--- config.mk ---
export PLATFORM = sky130hd
export DESIGN_NAME = nak_pdu_stream_decoder_unit
export DESIGN_NICKNAME = d
export VERILOG_FILES = /design/src/sv/npsd_pkg.sv /design/src/sv/npsd_parse.sv /design/src/sv/npsd_out_queue.sv /design/src/sv/nak_pdu_stream_decoder_unit.sv
export SDC_FILE = /design/constraint.sdc
export NUM_CORES = 1
export LEC_CHECK = 0
export ABC_AREA = 1
export ABC_CLOCK_PERIOD_IN_PS = 3550
export BUFFER_PORTS_ARGS = -buffer_cell sky130_fd_sc_hd__buf_2
export CORE_AREA = 2 2 192 194
export DETAILED_ROUTE_END_ITERATION = 16
export DIE_AREA = 0 0 194 196
export PLACE_DENSITY = 0.81
export SLEW_MARGIN = 25
export SYNTH_ARGS = -nofsm -noshare
export SYNTH_HDL_FRONTEND = slang
export SYNTH_SLANG_ARGS = --single-unit
--- constraint.sdc ---
create_clock -name clk -period 3.55 [get_ports clk]
set_input_delay 0.355 -clock clk [delete_from_list [all_inputs] [get_ports clk]]
set_output_delay 0.355 -clock clk [all_outputs]
set_load 0.05 [all_outputs]
--- src/sv/npsd_pkg.sv ---
`default_nettype none

package npsd_pkg;

	// Most gap pairs kept in one PDU
	localparam int MAX_GAPS = 16;
	localparam int GAP_CNT_W = $clog2(MAX_GAPS + 1);

	localparam logic [7:0]  NAK_DIRECTIVE = 8'h08;
	localparam logic [15:0] HEADER_BYTES  = 16'd9;
	localparam logic [15:0] GAP_BYTES     = 16'd8;
	localparam logic [15:0] COUNTER_MAX   = 16'hFFFF;

	// Result queue
	localparam int QDEPTH = 4;
	localparam int QPTR_W = $clog2(QDEPTH);
	localparam int QCNT_W = $clog2(QDEPTH + 1);

	localparam int OUT_TDATA_W = 88;

	typedef enum logic [1:0] {
		KIND_SCOPE   = 2'd0,
		KIND_GAP     = 2'd1,
		KIND_SUMMARY = 2'd2
	} record_kind_t;

	typedef struct packed {
		record_kind_t record_kind;
		logic [31:0]  start_offset;
		logic [31:0]  end_offset;
		logic [3:0]   gap_index;
		logic [4:0]   gaps_found;
		logic [7:0]   bytes_consumed;
		logic         status;
		logic         last_of_run;
	} rec_t;

	// Records produced by one accepted byte: an optional scope/gap record,
	// then an optional summary record.
	typedef struct packed {
		logic pair_v;
		rec_t pair;
		logic sum_v;
		rec_t sum;
	} push_t;

endpackage

`default_nettype wire

--- src/sv/npsd_parse.sv ---
`default_nettype none

module npsd_parse
	import npsd_pkg::*;
(
	input  wire logic       clk,
	input  wire logic       arst_n,
	input  wire logic       accept,
	input  wire logic [7:0] data_byte,
	input  wire logic       end_of_pdu,
	output push_t           push
);

	logic [15:0]          cnt_q;
	logic [63:0]          word_q;
	logic                 dir_ok_q;
	logic [GAP_CNT_W-1:0] kept_q;

	logic [15:0]          cnt_nxt;
	logic [63:0]          word_nxt;
	logic                 dir_nxt;
	logic [GAP_CNT_W-1:0] kept_nxt;
	logic                 proc_ok;
	logic                 scope_hit;
	logic                 gap_hit;
	logic                 sum_ok;
	logic [15:0]          pos_rel;
	logic [15:0]          bytes_full;

	// Per-byte decode against the current position
	always_comb begin
		word_nxt  = {word_q[55:0], data_byte};
		dir_nxt   = (cnt_q == 16'd0) ? (data_byte == NAK_DIRECTIVE) : dir_ok_q;
		proc_ok   = dir_nxt && (cnt_q != COUNTER_MAX);
		pos_rel   = cnt_q - HEADER_BYTES;
		scope_hit = proc_ok && (cnt_q == HEADER_BYTES - 16'd1);
		gap_hit   = proc_ok && (cnt_q >= HEADER_BYTES)
			&& ((pos_rel & (GAP_BYTES - 16'd1)) == (GAP_BYTES - 16'd1))
			&& (kept_q < GAP_CNT_W'(MAX_GAPS));
		kept_nxt  = kept_q + GAP_CNT_W'(gap_hit);
		cnt_nxt   = (cnt_q == COUNTER_MAX) ? cnt_q : cnt_q + 16'd1;
		// Valid when the directive matched and the header is complete
		sum_ok    = dir_nxt && (cnt_nxt >= HEADER_BYTES);
		bytes_full = HEADER_BYTES + (16'(kept_nxt) << 3);
	end

	// Build the records for this byte
	always_comb begin
		push.pair_v                   = accept && (scope_hit || gap_hit);
		push.pair.record_kind         = scope_hit ? KIND_SCOPE : KIND_GAP;
		push.pair.start_offset        = word_nxt[63:32];
		push.pair.end_offset          = word_nxt[31:0];
		push.pair.gap_index           = scope_hit ? 4'd0 : 4'(kept_q);
		push.pair.gaps_found          = 5'd0;
		push.pair.bytes_consumed      = 8'd0;
		push.pair.status              = 1'b0;
		push.pair.last_of_run         = !end_of_pdu;

		push.sum_v                    = accept && end_of_pdu;
		push.sum.record_kind          = KIND_SUMMARY;
		push.sum.start_offset         = 32'd0;
		push.sum.end_offset           = 32'd0;
		push.sum.gap_index            = 4'd0;
		push.sum.gaps_found           = sum_ok ? 5'(kept_nxt) : 5'd0;
		push.sum.bytes_consumed       = sum_ok ? bytes_full[7:0] : 8'd0;
		push.sum.status               = !sum_ok;
		push.sum.last_of_run          = 1'b1;
	end

	// Parser state; end of PDU returns everything to reset values
	always_ff @(posedge clk or negedge arst_n) begin
		if (!arst_n) begin
			cnt_q    <= '0;
			word_q   <= '0;
			dir_ok_q <= 1'b0;
			kept_q   <= '0;
		end else if (accept) begin
			if (end_of_pdu) begin
				cnt_q    <= '0;
				word_q   <= '0;
				dir_ok_q <= 1'b0;
				kept_q   <= '0;
			end else begin
				cnt_q    <= cnt_nxt;
				word_q   <= word_nxt;
				dir_ok_q <= dir_nxt;
				kept_q   <= kept_nxt;
			end
		end
	end

endmodule

`default_nettype wire

--- src/sv/npsd_out_queue.sv ---
`default_nettype none

module npsd_out_queue
	import npsd_pkg::*;
(
	input  wire logic  clk,
	input  wire logic  arst_n,
	input  wire push_t push,
	output logic       room,
	output logic       out_valid,
	input  wire logic  out_ready,
	output rec_t       out_rec
);

	rec_t              mem_q [QDEPTH];
	logic [QPTR_W-1:0] wr_q;
	logic [QPTR_W-1:0] rd_q;
	logic [QCNT_W-1:0] cnt_q;
	logic              pop;
	logic [QPTR_W-1:0] sum_addr;
	logic [QCNT_W-1:0] n_push;

	// Room for the two records a single byte can cause
	assign room      = cnt_q <= QCNT_W'(QDEPTH - 2);
	assign out_valid = cnt_q != '0;
	assign out_rec   = mem_q[rd_q];
	assign pop       = out_valid && out_ready;
	assign sum_addr  = wr_q + QPTR_W'(push.pair_v);
	assign n_push    = QCNT_W'(push.pair_v) + QCNT_W'(push.sum_v);

	// Record storage
	always_ff @(posedge clk) begin
		if (push.pair_v) begin
			mem_q[wr_q] <= push.pair;
		end
		if (push.sum_v) begin
			mem_q[sum_addr] <= push.sum;
		end
	end

	// Pointers and fill level
	always_ff @(posedge clk or negedge arst_n) begin
		if (!arst_n) begin
			wr_q  <= '0;
			rd_q  <= '0;
			cnt_q <= '0;
		end else begin
			wr_q  <= wr_q + QPTR_W'(n_push);
			rd_q  <= rd_q + QPTR_W'(pop);
			cnt_q <= cnt_q + n_push - QCNT_W'(pop);
		end
	end

endmodule

`default_nettype wire

--- src/sv/nak_pdu_stream_decoder_unit.sv ---
// Channel   Dir  Width  Contents
// s_axis    in   8+1    tdata: data_byte; tlast: end_of_pdu
// m_axis    out  88+2+1 tdata: offsets, counts, status; tuser: record_kind;
//                       tlast: last_of_run
//
// One byte is accepted per cycle while s_axis_tready is high; its records
// are written to a four-entry result queue in the same cycle and shown on
// m_axis once older records have gone. A byte that causes a gap or scope
// record plus a summary yields two records; s_axis_tready drops only while
// the queue has less than two free entries, set by downstream back-pressure.
// arst_n clears the parser state and empties the queue.
`default_nettype none

module nak_pdu_stream_decoder_unit
	import npsd_pkg::*;
(
	input  wire logic                   clk,
	input  wire logic                   arst_n,
	input  wire logic                   s_axis_tvalid,
	output logic                        s_axis_tready,
	input  wire logic [7:0]             s_axis_tdata,  // [7:0] data_byte
	input  wire logic                   s_axis_tlast,
	output logic                        m_axis_tvalid,
	input  wire logic                   m_axis_tready,
	// [31:0] start_offset, [63:32] end_offset, [67:64] gap_index,
	// [72:68] gaps_found, [80:73] bytes_consumed, [81] status, [87:82] zero
	output logic [OUT_TDATA_W-1:0]      m_axis_tdata,
	output logic [1:0]                  m_axis_tuser,  // [1:0] record_kind
	output logic                        m_axis_tlast
);

	logic  accept;
	push_t push;
	rec_t  rec;

	assign accept = s_axis_tvalid && s_axis_tready;

	npsd_parse u_parse (
		.clk        (clk),
		.arst_n     (arst_n),
		.accept     (accept),
		.data_byte  (s_axis_tdata),
		.end_of_pdu (s_axis_tlast),
		.push       (push)
	);

	npsd_out_queue u_queue (
		.clk       (clk),
		.arst_n    (arst_n),
		.push      (push),
		.room      (s_axis_tready),
		.out_valid (m_axis_tvalid),
		.out_ready (m_axis_tready),
		.out_rec   (rec)
	);

	// Output packing
	assign m_axis_tdata = {6'd0, rec.status, rec.bytes_consumed, rec.gaps_found,
		rec.gap_index, rec.end_offset, rec.start_offset};
	assign m_axis_tuser = rec.record_kind;
	assign m_axis_tlast = rec.last_of_run;

endmodule

`default_nettype wire

* After elaboration in Yosys (flattened, before gate mapping)
Memories as Yosys holds them, arrays and structs flattened. Index checks and enable logic that the tools add are counted. W data, S select, Z words.
Cells by class: reductions and logical operators 15, multiplexer cells 14, eq/ne operators 5, $add $sub $neg 10, $lt $le $gt $ge 4
Operator list (count):
- $mux W56 | 1
- $ge A16 B4 Y1 const B | 2
- $mux W16 | 2
- $add A16 B1 Y16 const B | 1
- $eq A16 B16 Y1 const B | 1
- $eq A16 B4 Y1 const B | 1
- $logic_not A16 Y1 | 1
- $ne A16 B16 Y1 const B | 1
- $logic_and A1 B1 Y1 | 10
- $mux W5 | 2
- $add A4 B8 Y8 const A | 1
- $eq A8 B4 Y1 const B | 1
- $mux W8 | 1
- $mux W1 | 7
- $add A5 B1 Y5 | 1
- $lt A5 B5 Y1 const B | 1
- $add A2 B1 Y2 | 2
- $mux W4 | 1
- $add A3 B3 Y3 | 1
- $eq A3 B3 Y1 const B | 1
- $le A3 B2 Y1 const B | 1
- $reduce_bool A3 Y1 | 1
- $sub A3 B1 Y3 | 1
- $sub A3 B1 Y3 const B | 1
- 4 further kinds | 5
Word-level totals: bits of input ports 13, output and inout port bits 93, bits in registers 85, RAM bits 340, memories 1, word-level logic and storage cells 56
Memory list:
- u_queue.mem_q | depth 4, width 85, rd ports 1, clocked after Yosys merged registers in 0, write ports 2, line npsd_out_queue.sv:15 | rec_t mem_q [QDEPTH];

* Longest topological paths before layout
Gate-level depths: netlist (run 1).
word-level depth 11, mapped depth 20, mapped depth without buffers 19

* Hierarchy
A second synthesis (run 1) with hierarchy kept.
Unflattened totals: cell total of the unflattened synthesis 2662, area total of the unflattened synthesis 22452.8 sq um
By module, submodules not included:
- npsd_out_queue | area each 17789.6 sq um, cells an instance 2087, sequential area each 10385.0 sq um, times used 1
- npsd_parse | area each 4606.9 sq um, cells an instance 566, sequential area each 1951.9 sq um, times used 1
- nak_pdu_stream_decoder_unit | area each 56.3 sq um, cells an instance 9, sequential area each 0.0 sq um, times used 1

* Worst setup path before layout (run 1)
No wires, ideal clock.
kind register to register, start reg u_queue.cnt_q[1], end mem u_queue.mem_q[2][10] (netlist bit), enable pin, setup time 0.350 ns, clock period less this slack 3.947 ns, stages on the path, launching flop included 15, setup slack -0.397 ns, path buffers 2, arrival 3.597 ns, required time 3.200 ns, cell sequence dfrtp_1 > a21oi_1 > nand2_1 > clkinv_1 > clkbuf_1 > nand2_1 > inv_1 > ha_1 > nand2_1 > nand2_1 > inv_1 > nor3_1 > inv_2 > clkbuf_1 > nand2_1
RTL lines:
- from (decl) | line npsd_out_queue.sv:18 | logic [QCNT_W-1:0] cnt_q;
- from (signal assigned) | line npsd_out_queue.sv:50 | cnt_q <= cnt_q + n_push - QCNT_W'(pop);
- to (decl) | line npsd_out_queue.sv:15

==> results of run 1 <==
==> state kept, by name (all words and copies together), names as in the netlist <==
signal            cells
u_parse.dir_ok_q      1
u_parse.word_q       56
u_queue.wr_q          2
u_parse.cnt_q        16
u_parse.kept_q        5
u_queue.mem_q       332
u_queue.rd_q          2
u_queue.cnt_q         3
==> power groups by stage <==
stage / clock network (mW) / registers [mW] / logic (mW)
floorplan: 0 / 7.80 / 8.47
global placement: 0 / 8.04 / 10.6
detailed placement: 0 / 8.15 / 10.9
CTS: 4.56 / 8.07 / 11.0
global route: 4.75 / 8.33 / 12.2
finish: 4.49 / 8.11 / 11.0
==> Yosys cell counts, drive strengths merged, types with 2 or more instances <==
| master | count | area share (%) |
|---|---|---|
| dfrtp | 85 | 11 |
| xor2 | 11 | 0.49 |
| ha | 14 | 0.89 |
| nand3 | 40 | 1.4 |
| o22ai | 63 | 2.0 |
| nor3 | 4 | 0.10 |
| a21oi | 212 | 5.4 |
| o21ai | 128 | 3.2 |
| nor2 | 662 | 13 |
| o21bai | 6 | 0.23 |
| nand2 | 734 | 14 |
| buf | 73 | 2.7 |
| clkbuf | 97 | 1.8 |
| nand4 | 4 | 0.13 |
| dfxtp | 284 | 29 |
| nand3b | 2 | 0.076 |
| inv | 391 | 7.4 |
| edfxtp | 48 | 7.3 |
| xnor2 | 4 | 0.18 |
| clkinv | 3 | 0.057 |
==> kinds of logic after synthesis <==
| kind of cell | Yosys count |
|---|---|
| xor gates and xnor gates | 15 |
| adders and majority gates | 15 |
| other | 1 |
| AOI/OAI and AO/OA | 411 |
| and+or+nand+nor | 1448 |
| buffers and inverters | 564 |
| DFF | 417 |
==> cell type report <==
cell class	count	area (um2)	area share, %
inverter	394	1490	6.80
clock buffer	64	1270	5.80
tap	468	586	2.68
multi-input combinational	1897	8200	37.5
clock inverter	16	145	0.664
timing repair buffer	135	917	4.20
sequential	417	9260	42.3
==> what timing repair did <==
action,4_1_cts,5_1_grt
hold buffers,0,1
gates resized for setup,0,5
setup endpoints to repair,0,73
endpoints found under the hold margin,0,77
==> through the flow <==
stage                     instance area [um2]  util, %  power, mW
after floorplan                         19800        -       16.3
after detailed placement                20400     56.6       19.1
after CTS                               21800     60.5       23.6
final                                   21900     60.6       23.6
after global routing                    21900     60.6       25.3
after global placement                  20400     56.6       18.7
==> final timing paths <==
kind,startpoint,end,slack (ps),cells past startpoint
setup / recovery,u_parse.cnt_q[0],u_queue.mem_q[1][9],180,16
hold / removal,s_axis_tdata[6],u_queue.mem_q[0][25],100,3
setup reg to reg,u_parse.cnt_q[0],u_queue.mem_q[1][9],180,16
hold reg to reg,u_queue.mem_q[2][84],u_queue.mem_q[2][84],460,2
max in group asynchronous,arst_n,u_parse.word_q[50],2440,3
min in group asynchronous,arst_n,u_parse.word_q[4],450,2
==> worst reg2reg max path, stage by stage, from the launching register on <==
cell	delay [ps]
dfrtp_1	430
ha_1	230
inv_1	90
nor2_4	170
nand2_4	90
nor2_4	160
inv_2	150
nand3_4	180
nand2_4	120
nand2_1	80
inv_1	50
ha_1	320
inv_1	80
nor3_1	440
inv_2	130
nand2_1	100
buf_4	250
==> per-layer routing <==
metal	GRT usage [%]	share of wire, %
met4	10.5	3.2
met1	32.4	41
met3	3.95	7.3
met5	0	0
met2	46.1	48
==> run_results.csv, run 1 <==
group,metric,value,unit
drt,dr.first_iter.drc_count,1402,
setup_path,max_stage_delay,440,ps
setup_path,worstPathArrival,3600,ps
power,power_frac_clock,19.0,%
global_routing,antenna_found_initial,0,
power,p_leak,12.1,nW
sta,min_period,3370,ps
synthesis,synth_area_per_cell,6.89,um2
synthesis,seq_area_frac_synth,46.8,%
run_status,status,"finished clean",
synthesis,synth_enable_flop_cells,48,
sta,grt_setup_unrepaired,"false",
power,p_switching,11.2,mW
setup_path,crit_path_frequent_cell,"inv_1",
clocking,clkTransAtPathRegs,60,ps
setup_path,worstSetupPathType,"flop to flop",
clocking,htree_levels,2,
sta,worstMarginPinSlew,849,ps
die,fp.dieW,194,um
placed_design,port_buffers,97,
min_path,min_path_type,"input port to flop",
global_routing,grt_pass1_vias,17100,
sta,clock_skew,15.7,ps
clocking,cts_tree,"built",
clocking,clkSinkCount,417,
sta,max_slew_margin,43.4,%
global_routing,grt_overflow_total,0,
layout,final_cell_mix,"nand2_1 (729), nor2_1 (647), inv_1 (381)",
sta,fin_setup_tns,0,ps
drt,via_per_inst,5.24,
drt,drtPass1Iterations,5,
die,core.rowCount,70,
synthesis,synth_compound_area_share,10.9,%
run,maxCapViolations,0,
synthesis,synthFlopType,"dfxtp_1",
power,ir_drop,1120,uV
clocking,cts_root_buf,"clkbuf_16",
global_routing,grtUsageTotal,26.3,%
global_routing,grt_start_max_net_pins,99,
sta,holdWs,99.4,ps
placed_design,hpwl,29700,um
clocking,clock_path_buffers,3,
die,die_h,196,um
layout,final_net_count,2916,
synthesis,synth_top_family_by_area,"simple AND/OR/NAND/NOR gates",
placed_design,dp_cells,3310,
synthesis,syn_inst,2871,
synthesis,async_reset_ff_share,20.4,%
setup_path,endpoint_kind,"flop",
drt,drc,0,
global_routing,grt_pass1_wl,82700,um
power,power_frac_seq,34.3,%
synthesis,synth-seq-cells,417,
die,dieArea,38000,um2
layout,diodes,0,
synthesis,synth-xor-area-share,0.664,%
drt,wl_per_cell,14.9,um
placed_design,pre_cts_ws,138,ps
setup_path,cp_cell_sequence,"ha_1 -> inv_1 -> nor2_4 -> nand2_4 -> nor2_4 -> inv_2 -> nand3_4 -> nand2_4 -> nand2_1 -> inv_1 -> ha_1 -> inv_1 -> nor3_1 -> inv_2 -> nand2_1 -> buf_4",
power,switching_share,47.3,%
sta,timing.final.ws_setup,184,ps
drt,wl,50600,um
synthesis,muxShareOfSynthArea,0,%
clocking,postCtsSetupBuffers,0,
layout,layout_commonest_cell,"nand2_1",
power,internal_power,12.4,mW
setup_path,crit_buf_inv,6,
clocking,cts_buffers,43,
drt,ant_nets,0,
clocking,clock_latency,550,ps
synthesis,yosys.area_share.simple,28.6,%
power,combPwrFrac,46.6,%
synthesis,synth_cell_types,36,
setup_path,crit_fanout,14,
sta,fmax,297,MHz
setup_path,worst_ep_required_time,3790,ps
layout,nFillCells,3129,
sta,finalMaxSlewViolations,0,
layout,syn_to_final_growth,10.4,%
layout,fin_cells,3391,
synthesis,yosys_warnings,0,
drt,vias,17800,
synthesis,synth_area,19800,um2
sta,post-route-period-util,94.8,%
placed_design,gp_congestion,0.926,
power,powerDensity,1080,nW/um2
synthesis,synthAdderAreaFrac,0.986,%
sta,setup_viol,0,
setup_path,critPathTopFamily,"simple AND/OR/NAND/NOR gates",
layout,layout-drive-gt1-share,8.42,%
die,initial_core_util,54.9,%
sta,hold_viol,0,
setup_path,setup.worst_path.start_class,"flop",
die,io_pins,106,
die,core_area,36100,um2
setup_path,crit_path_top_delay_cell,"nor3_1",
No activity file was read; power rests on OpenSTA's default activity.
==> run 2: changes to the inputs <==
--- a/config.mk
+++ b/config.mk
@@ -11,7 +11,7 @@
 export CORE_AREA = 2 2 192 194
 export DETAILED_ROUTE_END_ITERATION = 16
 export DIE_AREA = 0 0 194 196
-export PLACE_DENSITY = 0.81
+export PLACE_DENSITY = 0.82
 export SLEW_MARGIN = 25
 export SYNTH_ARGS = -nofsm -noshare
 export SYNTH_HDL_FRONTEND = slang
==> run_results.csv, run 2 (synthesis gave the netlist of run 1 again) <==
group,metric,value,unit
layout,register_area,9260,um2
power,ir_drop,1100,uV
setup_path,crit_path_top_delay_cell,"fa_1",
layout,diodes,0,
drt,via_per_inst,5.27,
run_status,status,"finished clean",
sta,clock_skew,14.3,ps
drt,ant_nets,0,
setup_path,crit_fanout,9,
die,core_area,36100,um2
min_path,min_path_type,"input port to flop",
clocking,cts_tree,"built",
clocking,clock_path_buffers,3,
drt,wl_per_cell,15.2,um
drt,routed-wl-met3,3520,um
die,initial_core_util,54.9,%
clocking,htree_levels,2,
global_routing,antenna_found_initial,0,
die,dieArea,38000,um2
setup_path,setup.worst_path.start_class,"flop",
setup_path,critPathTopFamily,"adder cells",
die,io_pins,106,
min_path,hp-start,"s_axis_tdata[3]",
drt,drc,0,
placed_design,gp_congestion,0.860,
layout,final_cell_mix,"nand2_1 (729), nor2_1 (647), inv_1 (381)",
clocking,cts_root_buf,"clkbuf_16",
drt,top_layer,"met4",
die,core.rowCount,70,
drt,vias,17900,
setup_path,crit_buf_inv,4,
die,fp.dieW,194,um
layout,syn_to_final_growth,10.6,%
clocking,clkTransAtPathRegs,60,ps
setup_path,worstSetupPathType,"flop to flop",
global_routing,grt_pass1_wl,84400,um
sta,finalMaxSlewViolations,0,
sta,setup_viol,0,
setup_path,max_stage_delay,470,ps
sta,max_slew_margin,45.3,%
setup_path,worst_ep_required_time,3990,ps
sta,hold_viol,0,
global_routing,grt_overflow_total,0,
die,die_h,196,um
drt,dr.first_iter.drc_count,1490,
clocking,clock_latency,560,ps
layout,largest_reg_flops,332,
setup_path,startpoint,"u_parse.cnt_q[1]",
layout,postLayoutCoreUtil,60.7,%
drt,drtPass1Iterations,6,
placed_design,hpwl,30600,um
sta,post-route-period-util,94.7,%
setup_path,cp_cell_sequence,"inv_1 -> ha_1 -> nand3_1 -> nor2_2 -> nand3_2 -> nand2_4 -> nand3_4 -> nand2_8 -> nand2_1 -> inv_1 -> buf_4 -> ha_1 -> inv_1 -> ha_1 -> fa_1 -> xnor2_2 -> xor2_1",
clocking,clkSinkCount,417,
power,powerDensity,1080,nW/um2
setup_path,endpoint_kind,"flop",
layout,layout_commonest_cell,"nand2_1",
setup_path,worstPathArrival,3800,ps
layout,multi_input_area,8240,um2
global_routing,grt_pass1_vias,17500,
drt,wl_met1,21200,um
sta,min_period,3360,ps
power,p_leak,12.1,nW
layout,nFillCells,3082,
layout,final_net_count,2922,
layout,top_register,"u_queue.mem_q",
global_routing,grtUsageTotal,26.7,%
clocking,cts_buffers,44,
layout,layout-drive-gt1-share,8.30,%
placed_design,port_buffers,97,
drt,dr_wl_met2,25400,um
global_routing,grt_start_max_net_pins,85,
setup_path,r2r_start,"u_parse.cnt_q[1]",
drt,wl,51600,um
setup_path,rrSetupSlack,190,ps
run,maxCapViolations,0,
sta,worstMarginPinSlew,821,ps
sta,fin_setup_tns,0,ps
sta,fmax,298,MHz
layout,top_regs,"u_queue.mem_q (332), u_parse.word_q (56), u_parse.cnt_q (16)",
run 2: changes by cell type in the layout (fill, tap and decap cells not counted), moves of 2 or more:
cell        change
buf_4           +3
clkbuf_8        -3
nor3_2          -2
clkinv_2        -3
clkinvlp_2      -2
clkbuf_1        +6
buf_12          +2
nor3_4          +2
clkinv_1        +4
run 2: layer usage:
metal	vias up	GRT usage (%)
met5	-	0
met4	0	10.6
met3	123	4.45
met2	685	47.3
met1	8322	32.6
li1	8781	-
run 2: power breakdown:
group          total (mW)  switching (mW)  internal (mW)
logic                11.1            8.12           3.02
clock network        4.36            1.87           2.49
registers            8.14            1.29           6.85
total                23.6            11.3           12.4
run 2: worst paths after layout:
path,depth (start not counted),end
min in group asynchronous,2,u_parse.word_q[2]
max in group asynchronous,3,u_parse.word_q[35]
worst min-delay path,3,u_parse.word_q[3]
worst max register to register,17,u_queue.cnt_q[2]
worst max-delay path,17,u_queue.cnt_q[2]
worst min register to register,2,u_queue.mem_q[3][84]
run 2: worst min-delay path, stage by stage:
cell and delay (ps):
buf_2 140, nand2_1 60, o21ai_0 60
run 2: what timing repair did:
action / 4_1_cts / 5_1_grt
buffers inserted: 0 / 0
endpoints found under the hold margin: 47 / 0
setup endpoints to repair: 1 / 188
gates resized for setup: 1 / 12
hold buffers: 1 / 0
pin swaps: 0 / 1
run 2: stage by stage:
stage	std cells	total power, mW	worst slack [ps]	hold slack [ps]	cell area, um2
after global routing	3396	25.2	-26.7	120	21900
final	3396	23.6	190	113	21900
after global placement	3315	18.7	278	423	20500
after CTS	3396	23.6	31.2	91.4	21800
after detailed placement	3315	19.2	46.0	429	20500
after floorplan	2878	16.3	3.38	59.4	19800
run 2: cell type report:
cell class / instances / share of cell area (%)
clock buffer: 67 / 5.71
inverter: 394 / 6.80
tap: 468 / 2.68
sequential: 417 / 42.3
clock inverter: 13 / 0.406
timing repair buffer: 140 / 4.48
multi-input combinational: 1897 / 37.6
